==> config.mk <==
export PLATFORM = sky130hd
export DESIGN_NAME = matrix_inverse_adjugate
export DESIGN_NICKNAME = d
export VERILOG_FILES = /design/src/rtl/mia_pkg.sv /design/src/rtl/matrix_inverse_adjugate.sv /design/src/rtl/mia_ram.sv /design/src/rtl/mia_ctrl.sv /design/src/rtl/mia_datapath.sv
export SDC_FILE = /design/constraint.sdc
export NUM_CORES = 2
export LEC_CHECK = 0
export ABC_AREA = 1
export BUFFER_PORTS_ARGS = -buffer_cell sky130_fd_sc_hd__buf_2
export CORE_UTILIZATION = 36
export CTS_CLUSTER_SIZE = 40
export DETAILED_ROUTE_END_ITERATION = 10
export GPL_TIMING_DRIVEN = 0
export HOLD_SLACK_MARGIN = 0.02
export PLACE_DENSITY = 0.56
export SETUP_SLACK_MARGIN = 0.2
export SKIP_LAST_GASP = 1
export SYNTH_ARGS = -nofsm -noshare
export SYNTH_HDL_FRONTEND = slang
export SYNTH_HIERARCHICAL = 1
export SYNTH_SLANG_ARGS = --single-unit
==> constraint.sdc <==
create_clock -name clk -period 14.8 [get_ports clk]
set_input_delay 2.22 -clock clk [delete_from_list [all_inputs] [get_ports clk]]
set_output_delay 2.22 -clock clk [all_outputs]
set_load 0.005 [all_outputs]
==> src/rtl/mia_pkg.sv <==
// Shared types and constants of the adjugate matrix inverter.
// Holds the controller state encoding and the command and status bundles.
// No dependencies.
`timescale 1ns / 1ps

package mia_pkg;

  // Default largest matrix order.
  localparam int MAX_ORDER_DEF = 4;

  // Field widths.
  localparam int ORDER_W = 3;
  localparam int ELEM_W  = 16;
  localparam int INV_W   = 32;
  localparam int DETQ_W  = 64;

  // Order after reset.
  localparam logic [ORDER_W-1:0] ORDER_RESET = 3'd4;

  // Fraction bits of the input elements and of the quantized determinant.
  localparam int ELEM_FRAC = 8;
  localparam int DETQ_FRAC = 24;

  // The numerator is scaled by 2^25 and divided by twice the determinant,
  // which rounds adj * 2^24 / det to nearest.
  localparam int DIV_SHIFT = 25;

  typedef enum logic [3:0] {
    S_LOAD,
    S_DET_INIT,
    S_TUPLE,
    S_FETCH,
    S_MUL_LOAD,
    S_MUL,
    S_ACCUM,
    S_NEXT,
    S_ENUM_DONE,
    S_DET_CHECK,
    S_COF_INIT,
    S_DIV,
    S_EMIT,
    S_SING
  } state_t;

  // Commands from the controller to the datapath.
  typedef struct packed {
    logic in_ready;
    logic enum_init;
    logic enum_cof;
    logic enum_next;
    logic term_start;
    logic row_step;
    logic mul_load;
    logic mul_step;
    logic accum;
    logic det_latch;
    logic det_quant;
    logic div_init;
    logic div_step;
    logic emit;
    logic emit_sing;
    logic pos_next;
  } cmd_t;

  // Status from the datapath to the controller.
  typedef struct packed {
    logic load_done;
    logic tuple_ok;
    logic enum_wrap;
    logic row_end;
    logic row_excl;
    logic mul_done;
    logic is_cof;
    logic det_zero;
    logic div_done;
    logic out_free;
    logic pos_last;
  } status_t;

endpackage

==> src/rtl/matrix_inverse_adjugate.sv <==
// Top level of the adjugate matrix inverter.
// Depends on mia_pkg, mia_ctrl and mia_datapath.
//
// Usage: write the order k (1..MAX_ORDER) on cfg_wr_en/cfg_wr_data while the
// block is idle; a write also drops any partly loaded matrix. Stream the k*k
// Q8.8 elements in row-major order on the s_axis channel, one per cycle while
// s_axis_tready is high. After the last element the block computes the exact
// determinant and every cofactor by scanning all k^k column tuples of the
// expansion; each permutation term passes row by row through the serial
// multiplier, and any other tuple is skipped. Each inverse element then
// needs one cofactor scan over the k^(k-1) tuples of its minor plus a
// restoring division, one quotient bit per cycle. Results leave on
// m_axis in row-major order: tdata holds the Q16.16 inverse element and the
// Q40.24 determinant, tuser the singular flag, tlast the last result of the
// matrix. A singular matrix gives one result with tuser set. No element is
// taken while results are computed. A stalled receiver holds the output
// register and the computation waits on it. Reset sets the order to 4 and
// empties the load position and the output register.
`timescale 1ns / 1ps

module matrix_inverse_adjugate #(
  parameter int MAX_ORDER = mia_pkg::MAX_ORDER_DEF
) (
  input  logic                        clk,
  input  logic                        rst,
  input  logic                        cfg_wr_en,
  input  logic [mia_pkg::ORDER_W-1:0] cfg_wr_data,
  input  logic                        s_axis_tvalid,
  output logic                        s_axis_tready,
  // element [15:0]
  input  logic [15:0]                 s_axis_tdata,
  output logic                        m_axis_tvalid,
  input  logic                        m_axis_tready,
  // inverse_value [31:0], determinant [95:32]
  output logic [95:0]                 m_axis_tdata,
  // singular [0]
  output logic [0:0]                  m_axis_tuser,
  output logic                        m_axis_tlast
);

  mia_pkg::cmd_t                cmd;
  mia_pkg::status_t             status;
  logic [mia_pkg::INV_W-1:0]    inv_out;
  logic [mia_pkg::DETQ_W-1:0]   det_out;
  logic                         sing_out;

  // Sequencer.
  mia_ctrl u_ctrl (
    .clk    (clk),
    .rst    (rst),
    .status (status),
    .cmd    (cmd)
  );

  // Arithmetic and storage.
  mia_datapath #(
    .MAX_ORDER (MAX_ORDER)
  ) u_datapath (
    .clk           (clk),
    .rst           (rst),
    .cfg_wr_en     (cfg_wr_en),
    .cfg_wr_data   (cfg_wr_data),
    .s_axis_tvalid (s_axis_tvalid),
    .s_axis_tdata  (s_axis_tdata),
    .m_axis_tvalid (m_axis_tvalid),
    .m_axis_tready (m_axis_tready),
    .inv_out       (inv_out),
    .det_out       (det_out),
    .sing_out      (sing_out),
    .last_out      (m_axis_tlast),
    .cmd           (cmd),
    .status        (status)
  );

  // Port packing.
  assign s_axis_tready = cmd.in_ready;
  assign m_axis_tdata  = {det_out, inv_out};
  assign m_axis_tuser  = sing_out;

endmodule

==> src/rtl/mia_ram.sv <==
// Generic single-write, single-read RAM with a registered read port.
// No dependencies.
`timescale 1ns / 1ps

module mia_ram #(
  parameter int WIDTH = 16,
  parameter int DEPTH = 16
) (
  input  logic                     clk,
  input  logic                     we,
  input  logic [$clog2(DEPTH)-1:0] waddr,
  input  logic [WIDTH-1:0]         wdata,
  input  logic [$clog2(DEPTH)-1:0] raddr,
  output logic [WIDTH-1:0]         rdata
);

  logic [WIDTH-1:0] mem [DEPTH];

  // Write port and registered read port.
  always_ff @(posedge clk) begin
    if (we) begin
      mem[waddr] <= wdata;
    end
    rdata <= mem[raddr];
  end

endmodule

==> src/rtl/mia_ctrl.sv <==
// Controller state machine of the adjugate matrix inverter.
// Depends on mia_pkg for the state type and the command and status bundles.
`timescale 1ns / 1ps

module mia_ctrl (
  input  logic             clk,
  input  logic             rst,
  input  mia_pkg::status_t status,
  output mia_pkg::cmd_t    cmd
);

  mia_pkg::state_t state;
  mia_pkg::state_t state_next;

  // State register.
  always_ff @(posedge clk) begin
    if (rst) begin
      state <= mia_pkg::S_LOAD;
    end else begin
      state <= state_next;
    end
  end

  // Next state.
  always_comb begin
    state_next = state;
    case (state)
      mia_pkg::S_LOAD: begin
        if (status.load_done) state_next = mia_pkg::S_DET_INIT;
      end
      mia_pkg::S_DET_INIT: state_next = mia_pkg::S_TUPLE;
      mia_pkg::S_TUPLE: begin
        state_next = status.tuple_ok ? mia_pkg::S_FETCH : mia_pkg::S_NEXT;
      end
      mia_pkg::S_FETCH: begin
        if (status.row_end) begin
          state_next = mia_pkg::S_ACCUM;
        end else if (!status.row_excl) begin
          state_next = mia_pkg::S_MUL_LOAD;
        end
      end
      mia_pkg::S_MUL_LOAD: state_next = mia_pkg::S_MUL;
      mia_pkg::S_MUL: begin
        if (status.mul_done) state_next = mia_pkg::S_FETCH;
      end
      mia_pkg::S_ACCUM: state_next = mia_pkg::S_NEXT;
      mia_pkg::S_NEXT: begin
        state_next = status.enum_wrap ? mia_pkg::S_ENUM_DONE : mia_pkg::S_TUPLE;
      end
      mia_pkg::S_ENUM_DONE: begin
        state_next = status.is_cof ? mia_pkg::S_DIV : mia_pkg::S_DET_CHECK;
      end
      mia_pkg::S_DET_CHECK: begin
        state_next = status.det_zero ? mia_pkg::S_SING : mia_pkg::S_COF_INIT;
      end
      mia_pkg::S_COF_INIT: state_next = mia_pkg::S_TUPLE;
      mia_pkg::S_DIV: begin
        if (status.div_done) state_next = mia_pkg::S_EMIT;
      end
      mia_pkg::S_EMIT: begin
        if (status.out_free) begin
          state_next = status.pos_last ? mia_pkg::S_LOAD : mia_pkg::S_COF_INIT;
        end
      end
      mia_pkg::S_SING: begin
        if (status.out_free) state_next = mia_pkg::S_LOAD;
      end
      default: state_next = mia_pkg::S_LOAD;
    endcase
  end

  // Commands issued in each state.
  always_comb begin
    cmd = '0;
    case (state)
      mia_pkg::S_LOAD:     cmd.in_ready = 1'b1;
      mia_pkg::S_DET_INIT: cmd.enum_init = 1'b1;
      mia_pkg::S_TUPLE:    cmd.term_start = status.tuple_ok;
      mia_pkg::S_FETCH: begin
        cmd.row_step = !status.row_end && status.row_excl;
      end
      mia_pkg::S_MUL_LOAD: cmd.mul_load = 1'b1;
      mia_pkg::S_MUL: begin
        cmd.mul_step = 1'b1;
        cmd.row_step = status.mul_done;
      end
      mia_pkg::S_ACCUM: cmd.accum = 1'b1;
      mia_pkg::S_NEXT:  cmd.enum_next = !status.enum_wrap;
      mia_pkg::S_ENUM_DONE: begin
        cmd.div_init  = status.is_cof;
        cmd.det_latch = !status.is_cof;
      end
      mia_pkg::S_DET_CHECK: cmd.det_quant = 1'b1;
      mia_pkg::S_COF_INIT: begin
        cmd.enum_init = 1'b1;
        cmd.enum_cof  = 1'b1;
      end
      mia_pkg::S_DIV: cmd.div_step = 1'b1;
      mia_pkg::S_EMIT: begin
        cmd.emit     = status.out_free;
        cmd.pos_next = status.out_free && !status.pos_last;
      end
      mia_pkg::S_SING: cmd.emit_sing = status.out_free;
      default: cmd = '0;
    endcase
  end

endmodule

==> src/rtl/mia_datapath.sv <==
// Datapath of the adjugate matrix inverter: element store, permutation
// scan, serial multiplier, accumulator, serial divider and output register.
// Depends on mia_pkg and mia_ram.
`timescale 1ns / 1ps

module mia_datapath #(
  parameter int MAX_ORDER = mia_pkg::MAX_ORDER_DEF
) (
  input  logic                         clk,
  input  logic                         rst,
  input  logic                         cfg_wr_en,
  input  logic [mia_pkg::ORDER_W-1:0]  cfg_wr_data,
  input  logic                         s_axis_tvalid,
  input  logic [mia_pkg::ELEM_W-1:0]   s_axis_tdata,
  output logic                         m_axis_tvalid,
  input  logic                         m_axis_tready,
  output logic [mia_pkg::INV_W-1:0]    inv_out,
  output logic [mia_pkg::DETQ_W-1:0]   det_out,
  output logic                         sing_out,
  output logic                         last_out,
  input  mia_pkg::cmd_t                cmd,
  output mia_pkg::status_t             status
);

  localparam int EW    = mia_pkg::ELEM_W;
  localparam int RIW   = $clog2(MAX_ORDER);
  localparam int KW    = $clog2(MAX_ORDER + 1);
  localparam int DEPTH = MAX_ORDER * MAX_ORDER;
  localparam int AW    = $clog2(DEPTH);
  localparam int DW    = EW * MAX_ORDER + 8;
  localparam int PW    = (EW - 1) * MAX_ORDER + 1;
  localparam int NW    = DW + mia_pkg::DIV_SHIFT;
  localparam int RW    = DW + 1;
  localparam int CW    = $clog2(NW);
  localparam int TW    = DW + 17;
  localparam int MBW   = $clog2(EW);
  localparam int IW    = mia_pkg::INV_W;
  localparam int QW    = mia_pkg::DETQ_W;

  logic [mia_pkg::ORDER_W-1:0] order;
  logic [KW-1:0]               k;
  logic [RIW-1:0]              km1;
  logic [RIW-1:0]              load_row;
  logic [RIW-1:0]              load_col;
  logic                        in_acc;
  logic                        load_last;
  logic [AW-1:0]               waddr;
  logic [AW-1:0]               raddr;
  logic [EW-1:0]               rdata;

  logic [RIW-1:0]              dig [MAX_ORDER];
  logic [RIW-1:0]              dig_next [MAX_ORDER];
  logic [MAX_ORDER-1:0]        incl;
  logic                        is_cof;
  logic                        tuple_ok;
  logic                        parity;
  logic                        wrap;

  logic [KW-1:0]               r;
  logic [RIW-1:0]              rsel;
  logic [PW-1:0]               prod;
  logic [PW-1:0]               mcand;
  logic [EW-1:0]               mbits;
  logic [MBW-1:0]              mcnt;
  logic                        term_neg;
  logic signed [DW-1:0]        acc;

  logic                        dneg;
  logic [DW-1:0]               dmag;
  logic [DW-1:0]               amag;
  logic [QW-1:0]               detq;
  logic [QW-1:0]               detq_calc;

  logic [RIW-1:0]              p;
  logic [RIW-1:0]              q;

  logic                        cneg;
  logic [NW-1:0]               nreg;
  logic [RW-1:0]               rem;
  logic [RW:0]                 rem_s;
  logic [RW:0]                 den;
  logic [CW-1:0]               dcnt;
  logic [IW-1:0]               inv_calc;

  // Effective order: zero counts as one, large values clamp to the maximum.
  always_comb begin
    if (order == '0) begin
      k = KW'(1);
    end else if (int'(order) > MAX_ORDER) begin
      k = KW'(MAX_ORDER);
    end else begin
      k = KW'(order);
    end
    km1 = RIW'(k - KW'(1));
  end

  // Order register and load position.
  assign in_acc    = cmd.in_ready && s_axis_tvalid;
  assign load_last = (load_row == km1) && (load_col == km1);

  always_ff @(posedge clk) begin
    if (rst) begin
      order    <= mia_pkg::ORDER_RESET;
      load_row <= '0;
      load_col <= '0;
    end else if (cfg_wr_en) begin
      order    <= cfg_wr_data;
      load_row <= '0;
      load_col <= '0;
    end else if (in_acc) begin
      if (load_col == km1) begin
        load_col <= '0;
        load_row <= (load_row == km1) ? '0 : load_row + RIW'(1);
      end else begin
        load_col <= load_col + RIW'(1);
      end
    end
  end

  // Element store, laid out with a row pitch of the maximum order.
  assign waddr = AW'(AW'(load_row) * AW'(MAX_ORDER) + AW'(load_col));
  assign rsel  = r[RIW-1:0];
  assign raddr = AW'(AW'(rsel) * AW'(MAX_ORDER) + AW'(dig[rsel]));

  mia_ram #(
    .WIDTH (EW),
    .DEPTH (DEPTH)
  ) u_store (
    .clk   (clk),
    .we    (in_acc),
    .waddr (waddr),
    .wdata (s_axis_tdata),
    .raddr (raddr),
    .rdata (rdata)
  );

  // Rows taking part in the current expansion; a cofactor drops row q.
  always_comb begin
    for (int i = 0; i < MAX_ORDER; i++) begin
      incl[i] = (i < int'(k)) && !(is_cof && (i == int'(q)));
    end
  end

  // Column tuple check: distinct columns, excluded column unused, and the
  // inversion parity that gives the sign of the permutation.
  always_comb begin
    tuple_ok = 1'b1;
    parity   = 1'b0;
    wrap     = 1'b1;
    for (int i = 0; i < MAX_ORDER; i++) begin
      if (incl[i]) begin
        if (is_cof && (dig[i] == p)) tuple_ok = 1'b0;
        if (dig[i] != km1) wrap = 1'b0;
        for (int j = i + 1; j < MAX_ORDER; j++) begin
          if (incl[j]) begin
            if (dig[i] == dig[j]) tuple_ok = 1'b0;
            if (dig[i] > dig[j]) parity = ~parity;
          end
        end
      end
    end
  end

  // Mixed-radix step of the column tuple over the included rows.
  always_comb begin
    logic carry;
    carry = 1'b1;
    for (int i = 0; i < MAX_ORDER; i++) begin
      dig_next[i] = dig[i];
      if (incl[i] && carry) begin
        if (dig[i] == km1) begin
          dig_next[i] = '0;
        end else begin
          dig_next[i] = dig[i] + RIW'(1);
          carry       = 1'b0;
        end
      end
    end
  end

  // Scan, serial multiply and accumulate.
  always_ff @(posedge clk) begin
    if (cmd.enum_init) begin
      for (int i = 0; i < MAX_ORDER; i++) dig[i] <= '0;
      acc <= '0;
    end else if (cmd.enum_next) begin
      for (int i = 0; i < MAX_ORDER; i++) dig[i] <= dig_next[i];
    end else if (cmd.accum) begin
      acc <= term_neg ? acc - signed'(DW'(prod)) : acc + signed'(DW'(prod));
    end

    if (cmd.term_start) begin
      prod     <= PW'(1);
      term_neg <= parity ^ (is_cof & (p[0] ^ q[0]));
    end else if (cmd.mul_load) begin
      mcand    <= prod;
      prod     <= '0;
      mbits    <= rdata[EW-1] ? EW'(-rdata) : rdata;
      term_neg <= term_neg ^ rdata[EW-1];
      mcnt     <= MBW'(EW - 1);
    end else if (cmd.mul_step) begin
      prod  <= (prod << 1) + (mbits[EW-1] ? mcand : PW'(0));
      mbits <= mbits << 1;
      mcnt  <= mcnt - MBW'(1);
    end

    if (cmd.term_start) begin
      r <= '0;
    end else if (cmd.row_step) begin
      r <= r + KW'(1);
    end
  end

  always_ff @(posedge clk) begin
    if (rst) begin
      is_cof <= 1'b0;
    end else if (cmd.enum_init) begin
      is_cof <= cmd.enum_cof;
    end
  end

  // Magnitude of the accumulator.
  assign amag = acc[DW-1] ? DW'(-acc) : DW'(acc);

  // Determinant scaled to Q40.24: shift left for small orders, otherwise
  // shift right with rounding half away from zero, then saturate.
  always_comb begin
    int          sh;
    logic [TW-1:0] t;
    logic [QW-1:0] lim;
    sh = mia_pkg::ELEM_FRAC * int'(k) - mia_pkg::DETQ_FRAC;
    if (sh <= 0) begin
      t = TW'(dmag) << (-sh);
    end else begin
      t = ((TW'(dmag) >> (sh - 1)) + TW'(1)) >> 1;
    end
    lim = dneg ? {1'b1, {(QW-1){1'b0}}} : {1'b0, {(QW-1){1'b1}}};
    if ((|t[TW-1:QW]) || (t[QW-1:0] > lim)) begin
      detq_calc = dneg ? QW'(-lim) : lim;
    end else begin
      detq_calc = dneg ? QW'(-t[QW-1:0]) : t[QW-1:0];
    end
  end

  // Determinant latch, output position and quantized determinant.
  always_ff @(posedge clk) begin
    if (cmd.det_latch) begin
      dneg <= acc[DW-1];
      dmag <= amag;
    end
    if (cmd.det_quant) begin
      detq <= detq_calc;
    end
    if (cmd.det_latch) begin
      p <= '0;
      q <= '0;
    end else if (cmd.pos_next) begin
      if (q == km1) begin
        q <= '0;
        p <= p + RIW'(1);
      end else begin
        q <= q + RIW'(1);
      end
    end
  end

  // Restoring divider, one quotient bit per cycle.
  assign den   = (RW+1)'({dmag, 1'b0});
  assign rem_s = {rem, nreg[NW-1]};

  always_ff @(posedge clk) begin
    if (cmd.div_init) begin
      cneg <= acc[DW-1];
      nreg <= (NW'(amag) << mia_pkg::DIV_SHIFT) + NW'(dmag);
      rem  <= '0;
      dcnt <= '0;
    end else if (cmd.div_step) begin
      if (rem_s >= den) begin
        rem  <= RW'(rem_s - den);
        nreg <= {nreg[NW-2:0], 1'b1};
      end else begin
        rem  <= RW'(rem_s);
        nreg <= {nreg[NW-2:0], 1'b0};
      end
      dcnt <= dcnt + CW'(1);
    end
  end

  // Saturate the quotient to Q16.16 with the sign of adj / det.
  always_comb begin
    logic          qneg;
    logic [IW-1:0] lim;
    qneg = cneg ^ dneg;
    lim  = qneg ? {1'b1, {(IW-1){1'b0}}} : {1'b0, {(IW-1){1'b1}}};
    if ((|nreg[NW-1:IW]) || (nreg[IW-1:0] > lim)) begin
      inv_calc = qneg ? IW'(-lim) : lim;
    end else begin
      inv_calc = qneg ? IW'(-nreg[IW-1:0]) : nreg[IW-1:0];
    end
  end

  // Output register; it can be refilled in the cycle it is taken.
  always_ff @(posedge clk) begin
    if (rst) begin
      m_axis_tvalid <= 1'b0;
    end else if (cmd.emit || cmd.emit_sing) begin
      m_axis_tvalid <= 1'b1;
    end else if (m_axis_tready) begin
      m_axis_tvalid <= 1'b0;
    end
  end

  always_ff @(posedge clk) begin
    if (cmd.emit) begin
      inv_out  <= inv_calc;
      det_out  <= detq;
      sing_out <= 1'b0;
      last_out <= status.pos_last;
    end else if (cmd.emit_sing) begin
      inv_out  <= '0;
      det_out  <= '0;
      sing_out <= 1'b1;
      last_out <= 1'b1;
    end
  end

  // Status to the controller.
  always_comb begin
    status           = '0;
    status.load_done = in_acc && load_last;
    status.tuple_ok  = tuple_ok;
    status.enum_wrap = wrap;
    status.row_end   = (r >= k);
    status.row_excl  = is_cof && (r == KW'(q));
    status.mul_done  = (mcnt == '0);
    status.is_cof    = is_cof;
    status.det_zero  = (dmag == '0);
    status.div_done  = (dcnt == CW'(NW - 1));
    status.out_free  = !m_axis_tvalid || m_axis_tready;
    status.pos_last  = (p == km1) && (q == km1);
  end

endmodule
Yosys cells after proc, flatten, opt, wreduce, memory -nomap -nowiden
Memories as Yosys holds them, arrays and structs flattened. A register that Yosys moved wholly into a read port is not among the register bits.
Cells that the tools add are included.

operators by class
  add/sub/neg operators = 29
  $mul = 0
  divide/modulo/power cells = 0
  $lt $le $gt $ge = 16
  equal/unequal tests = 46
  shifts and indexed selects = 2
  mux-type cells = 140
  bitwise logic cells = 16
  reduce and logical (&&, ||, !) cells = 56

operators by type and width
  operator                 count
  $mux W64                 6
  $mux W97                 2
  $mux W32                 6
  $mux W72                 2
  $neg A64 Y64             2
  $add A97 B72 Y97         1
  $neg A32 Y32             3
  $add A89 B1 Y89 const B  1
  $mux W89                 1
  $shl A72 B32 Y89         1
  $shr A72 B32 Y89         1
  $mux W1                  84
  $ge A74 B73 Y1           1
  $mux W73                 1
  $sub A73 B73 Y73         1
  $add A72 B62 Y72         1
  $logic_not A72 Y1        1
  $neg A72 Y72             1
  $sub A72 B62 Y72         1
  $reduce_or A65 Y1        1
  $gt A64 B64 Y1           1
  $add A61 B61 Y61         1
  $mux W61                 1
  $pmux W4 S13             1
  49 further kinds         183

storage, ports and cells
  register bits after elaboration = 648
  bits in latches = 0
  RAM bits = 264
  ROM bits = 0
  bits of input ports = 24
  output and inout port bits = 100
  logic and storage cells = 334
  memories kept = 2

memories
  name                    depth  width  read ports  clocked after memory_dff  wr ports  line                RTL
  u_datapath.u_store.mem  16     16     1           1                         1         mia_ram.sv:17       logic [WIDTH-1:0] mem [DEPTH];
  u_datapath.dig          4      2      5           1                         4         mia_datapath.sv:51  logic [RIW-1:0] dig [MAX_ORDER];

Depth between registers and ports, before layout
  depth after elaboration = 29
  depth in mapped cells = 39
  mapped depth without buffers = 33

Cells and area by module
The synthesis kept the hierarchy.

modules (own cells, without submodules)
  module        instances  cells each  area each (µm²)  seq. area each (µm²)
  mia_datapath  1          8815        58155.8          17316.6
  mia_ram       1          1074        11380.9          8007.7
  mia_ctrl      1          99          516.7            80.1

Least setup slack after synthesis
No wires, ideal clock.

  path kind = flip-flop to flip-flop
  start = register u_ctrl.state[0]
  end = register u_datapath.q[0]
  library setup time = 0.109 ns
  data arrival time = 6.555 ns
  data required time = 14.691 ns
  slack = 8.136 ns
  cell stages (with the launch flop) = 9
  buffers on the path = 0
  clock period less this slack = 6.664 ns
  cell sequence = dfxtp_1 > nor2_1 > inv_1 > nor3_1 > inv_1 > o21ai_0 > a21oi_1 > nand2_1 > inv_1

RTL lines
  element                   line                 RTL
  start: declaration        mia_ctrl.sv:12       mia_pkg::state_t state;
  start signal: assignment  mia_ctrl.sv:18       state <= mia_pkg::S_LOAD;
  start signal: assignment  mia_ctrl.sv:20       state <= state_next;
  end signal: assignment    mia_datapath.sv:262  q <= q + RIW'(1);
  end: declaration          mia_datapath.sv:75   logic [RIW-1:0] q;

Worst setup path in the final report
  start = register u_datapath/order[2] (netlist bit)
  end = register u_datapath.detq[5] (data pin)

on the way
  longest elaborated chain between the ends = 11
  elaborated cells between the ends (all ways) = 18
  those cells by class = add/sub: 5; order compare: 3; shift: 2; mux: 5; reduce/logical: 3

RTL lines
  element                                                line                                      RTL
  start: declaration                                     mia_datapath.sv:40                        logic [mia_pkg::ORDER_W-1:0] order;
  start signal: assignment                               mia_datapath.sv:103                       order <= mia_pkg::ORDER_RESET;
  start signal: assignment                               mia_datapath.sv:107                       order <= cfg_wr_data;
  $gt A3 B3 Y1                                           mia_datapath.sv:89                        end else if (int'(order) > MAX_ORDER) begin
  $mux W3                                                mia_datapath.sv:89
  $mux W3 *                                              mia_datapath.sv:87                        if (order == '0) begin
  $sub A6 B5 Y7 *                                        mia_datapath.sv:231                       sh = mia_pkg::ELEM_FRAC * int'(k) - mia_pkg::DETQ_FRAC;
  $sub A32 B2 Y32                                        mia_datapath.sv:235                       t = ((TW'(dmag) >> (sh - 1)) + TW'(1)) >> 1;
  $shr A72 B32 Y89                                       mia_datapath.sv:235
  $add A89 B1 Y89                                        mia_datapath.sv:235
  $mux W89 *                                             mia_datapath.sv:232                       if (sh <= 0) begin
  $neg A64 Y64 (tied with other cells)                   mia_datapath.sv:241                       detq_calc = dneg ? QW'(-t[QW-1:0]) : t[QW-1:0];
  $mux W64 / $logic_or A1 B1 Y1 (equally long branches)  mia_datapath.sv:241, mia_datapath.sv:238
  $mux W64 *                                             mia_datapath.sv:238                       if ((|t[TW-1:QW]) || (t[QW-1:0] > lim)) begin
  named net u_datapath.detq_calc[5]                      mia_datapath.sv:72                        logic [QW-1:0] detq_calc;
  end signal: assignment                                 mia_datapath.sv:252                       detq <= detq_calc;
  end: declaration                                       mia_datapath.sv:71                        logic [QW-1:0] detq;

Mark *: on every way through the listed nets, which the timed path passes. The rest lies on a longest branch.
A chain may end at the register's enable or synchronous reset.

==> reports/results.ini <==
[power_and_ir_drop]
leakage_nw=35.8
power_per_cell_area_mw_per_mm2=135
ir_drop_uv=119

[global_route]
grt_pass1_vias=65600
antenna_found_initial=3
gr-total-overflow=0
grtUsageTotal_pct=28.5
grt_pass1_wl_um=421000
grt_max_degree=73

[worst_setup_path]
cp_max_fo=10
critPathLaunchType=register
crit_type=reg2reg
setup.worst_path.end_class=register
reg2regPathDepth=31
cp-endpoint=u_datapath/detq[5]$_DFFE_PP_
reg2reg_to=u_datapath/detq[5]$_DFFE_PP_
cpLargestDelayFamily=simple AND/OR/NAND/NOR gates
crit_cells=31
worst_path_largest_cell_delay_ns=0.56
critPathBufInv=10
r2r-start=u_datapath/order[2]$_SDFFE_PP1P_
timing.critical_path.from=u_datapath/order[2]$_SDFFE_PP1P_
arrival_ns=8.82
crit_top_cell=nand2_1
critical-path-slowest-cell=buf_1
required_ns=15.40
r2r_slack_ns=6.57

[logic_synthesis]
synth_ff_type=edfxtp_1
ys_seq_area_share_pct=36.3
synth_top_area_cell=edfxtp_1
async_flop_share_pct=0
syn_nets=10400
synth_top_area_share_pct=29.1
synth_area_mm2=0.0701
synth-edff-count=678
synthCells=9988
ys_warn_count=6
ys_ff_latch=930
synth_area_leaders=edfxtp_1 29%, nand2_1 13%, inv_1 8.3%, dfxtp_1 7.2%, ha_1 6.7%
synthDistinctLibCells=62
avgSynthCellArea_um2=7.01

[clock_tree]
clock_sinks=930
ctsResizeCount=0
tritoncts=yes
path_clk_slew_ns=0.06
cts_hold_buf=0
numCtsBuffers=109
postCtsSetupBuffers=0
htreeDepth=3
root_buffer=clkbuf_16
clockBufferDepth=3
worstSkewPairLatency_ns=0.80

[timing]
maxSlewViolCount=0
hold_violations=0
clock_skew_ns=0.0864
tns_ns=0
slew_headroom_pct=5.12
timing.final.crit_share_pct=55.6
post-route-min-period_ns=8.23
rsz0062_at_grt=no
max_freq_ghz=0.122
setup_viol=0
worstMarginPinSlew_ns=1.42

[detailed_routing]
vias=68400
first_pass_iters=6
detail_route.wl_per_cell_um=22.4
drt_iter0_drc=5885
wirelength_um=289000
remaining_drc_errors=0
viasPerCell=5.31
drt.antenna.violating_nets=0

[placed_design]
placedCellCount=12700
gp_congestion=1.02
dp_hpwl_um=236000
port_buffers=123

[floorplanning]
initial_core_util_pct=36.3
core-area_mm2=0.193
die_area_mm2=0.196
die_h_um=443
dieWidth_um=443
io_pins=124
num_rows=161

[final_layout]
final_cells=12900
final_nets=10700
drive_above_1_share_pct=5.30
syn2layout_area_growth_pct=11.6
fillers=20500

[run_status]
status=completed

[flow_run]
cap_violations=0

[hold_path]
min_path_type=reg2reg

cell usage after synthesis (all sizes together), types with 10 or more instances:
cell type,n
a21oi,661
o22ai,61
o211ai,90
o31ai,16
nand2,2527
nand4,126
a21boi,21
dfxtp,252
edfxtp,678
inv,1559
o21ai,628
o21a,27
clkinv,10
nand3,651
nand3b,45
xnor2,107
o21bai,44
a21o,46
nor3,102
nor4,53
or2,19
clkbuf,146
ha,374
a31oi,66
buf,111
xor2,294
nor2,1189
and3,11
where the power goes:
part	switching, mW	leakage [nW]	internal [mW]
registers	0.235	8.15	2.96
logic	3.27	25.9	1.34
clock network	1.19	1.74	1.54
cell usage in the layout (no fill, tap or decap), types with 27 or more instances in the layout:
cell type  synthesis  final
nand4_1          126    126
o22ai_1           61     61
xor2_1           294    294
clkbuf_1         146    166
buf_4             25     28
buf_2             62    185
inv_1           1543   1542
clkinv_1          10     34
ha_1             374    374
a31oi_1           66     66
o21bai_1          44     44
dfxtp_1          252    252
xnor2_1          107    107
a21oi_1          661    661
nand3_1          639    639
a21o_1            46     46
nand2_1         2515   2514
nor4_1            53     52
nor3_1           101    100
o21a_1            27     27
clkbuf_16          0    110
nand3b_1          45     45
nor2_1          1145   1126
o211ai_1          90     90
nor2_2            35     53
o21ai_0          619    619
edfxtp_1         678    678
sequential cells by signal, indices dropped and copies added (netlist names), 7 cells and up, named ones only:
name,cells
u_datapath/acc,72
u_datapath/dcnt,7
u_datapath/det_out,64
u_datapath/detq,64
u_datapath/dig,8
u_datapath/dmag,72
u_datapath/inv_out,32
u_datapath/mbits,16
u_datapath/mcand,61
u_datapath/nreg,97
u_datapath/prod,61
u_datapath/rem,73
u_datapath/u_store/mem,256
u_datapath/u_store/rdata,16
kinds of logic after synthesis:
| logic type | Yosys count | share of synthesized area (%) |
|---|---|---|
| AND/OR/NAND/NOR | 4738 | 28.2 |
| buffers and inverters | 1826 | 10.1 |
| AO/OA/AOI/OAI | 1715 | 13.6 |
| flip-flops | 930 | 36.3 |
| XOR/XNOR | 401 | 5.01 |
| adder cells (fa/ha/maj) | 378 | 6.79 |
metal layers:
| layer | global-route usage, % | wire length [um] | up-vias |
|---|---|---|---|
| li1 | - | - | 33400 |
| met1 | 36.2 | 122000 | 32300 |
| met2 | 48.6 | 137000 | 2232 |
| met3 | 3.24 | 15600 | 515 |
| met4 | 12.4 | 13800 | 2 |
| met5 | 0 | 18 | - |
metrics by stage:
stage | instance area, um2 | utilization [%] | setup WS, ns | total power [mW] | hold WS, ns
finish | 78200 | 40.5 | 6.57 | 10.5 | 0.470
global route | 78200 | 40.5 | 6.11 | 11.1 | 0.487
CTS | 78200 | 40.5 | 6.64 | 10.5 | 0.470
detailed placement | 74500 | 38.6 | 6.67 | 7.77 | 0.459
global placement | 73800 | 38.3 | 4.38 | 7.75 | 0.456
floorplan | 70100 | - | 8.14 | 6.14 | 0.424
how the worst min path moves through the flow:
stage,startpoint,endpoint,cells past startpoint
3_5_place_dp,u_datapath/rem[72]$_SDFFE_PP0P_,u_datapath/rem[72]$_SDFFE_PP0P_,2
6_report,u_datapath/rem[15]$_SDFFE_PP0P_,u_datapath/rem[15]$_SDFFE_PP0P_,2
2_1_floorplan,u_datapath/acc[71]$_SDFFE_PP0P_,u_datapath/cneg$_DFFE_PP_,0
4_1_cts,u_datapath/rem[72]$_SDFFE_PP0P_,u_datapath/rem[72]$_SDFFE_PP0P_,2
3_3_place_gp,u_datapath/rem[65]$_SDFFE_PP0P_,u_datapath/rem[65]$_SDFFE_PP0P_,2
5_1_grt,u_datapath/rem[11]$_SDFFE_PP0P_,u_datapath/rem[11]$_SDFFE_PP0P_,2
worst reg2reg max path, delay by kind of cell, from the launching register on:
kind,cells,cell delay (ns)
adders and majority gates,2,0.64
AOI/OAI and AO/OA,1,0.24
DFF,1,0.43
and+or+nand+nor,17,3.30
buffers and inverters,10,3.17
xor gates and xnor gates,1,0.35
final cells by class:
cell class	count	area, um2	area share (%)
clock inverter	71	747	0.956
tap	2526	3160	4.04
multi-input combinational	7232	37600	48.2
clock buffer	136	2900	3.71
inverter	1569	5890	7.54
buffer	257	1190	1.53
sequential	930	25400	32.5
timing repair buffer	156	1210	1.55
antenna	1	2.50	0.00320
No activity file was read; power rests on OpenSTA's default activity.
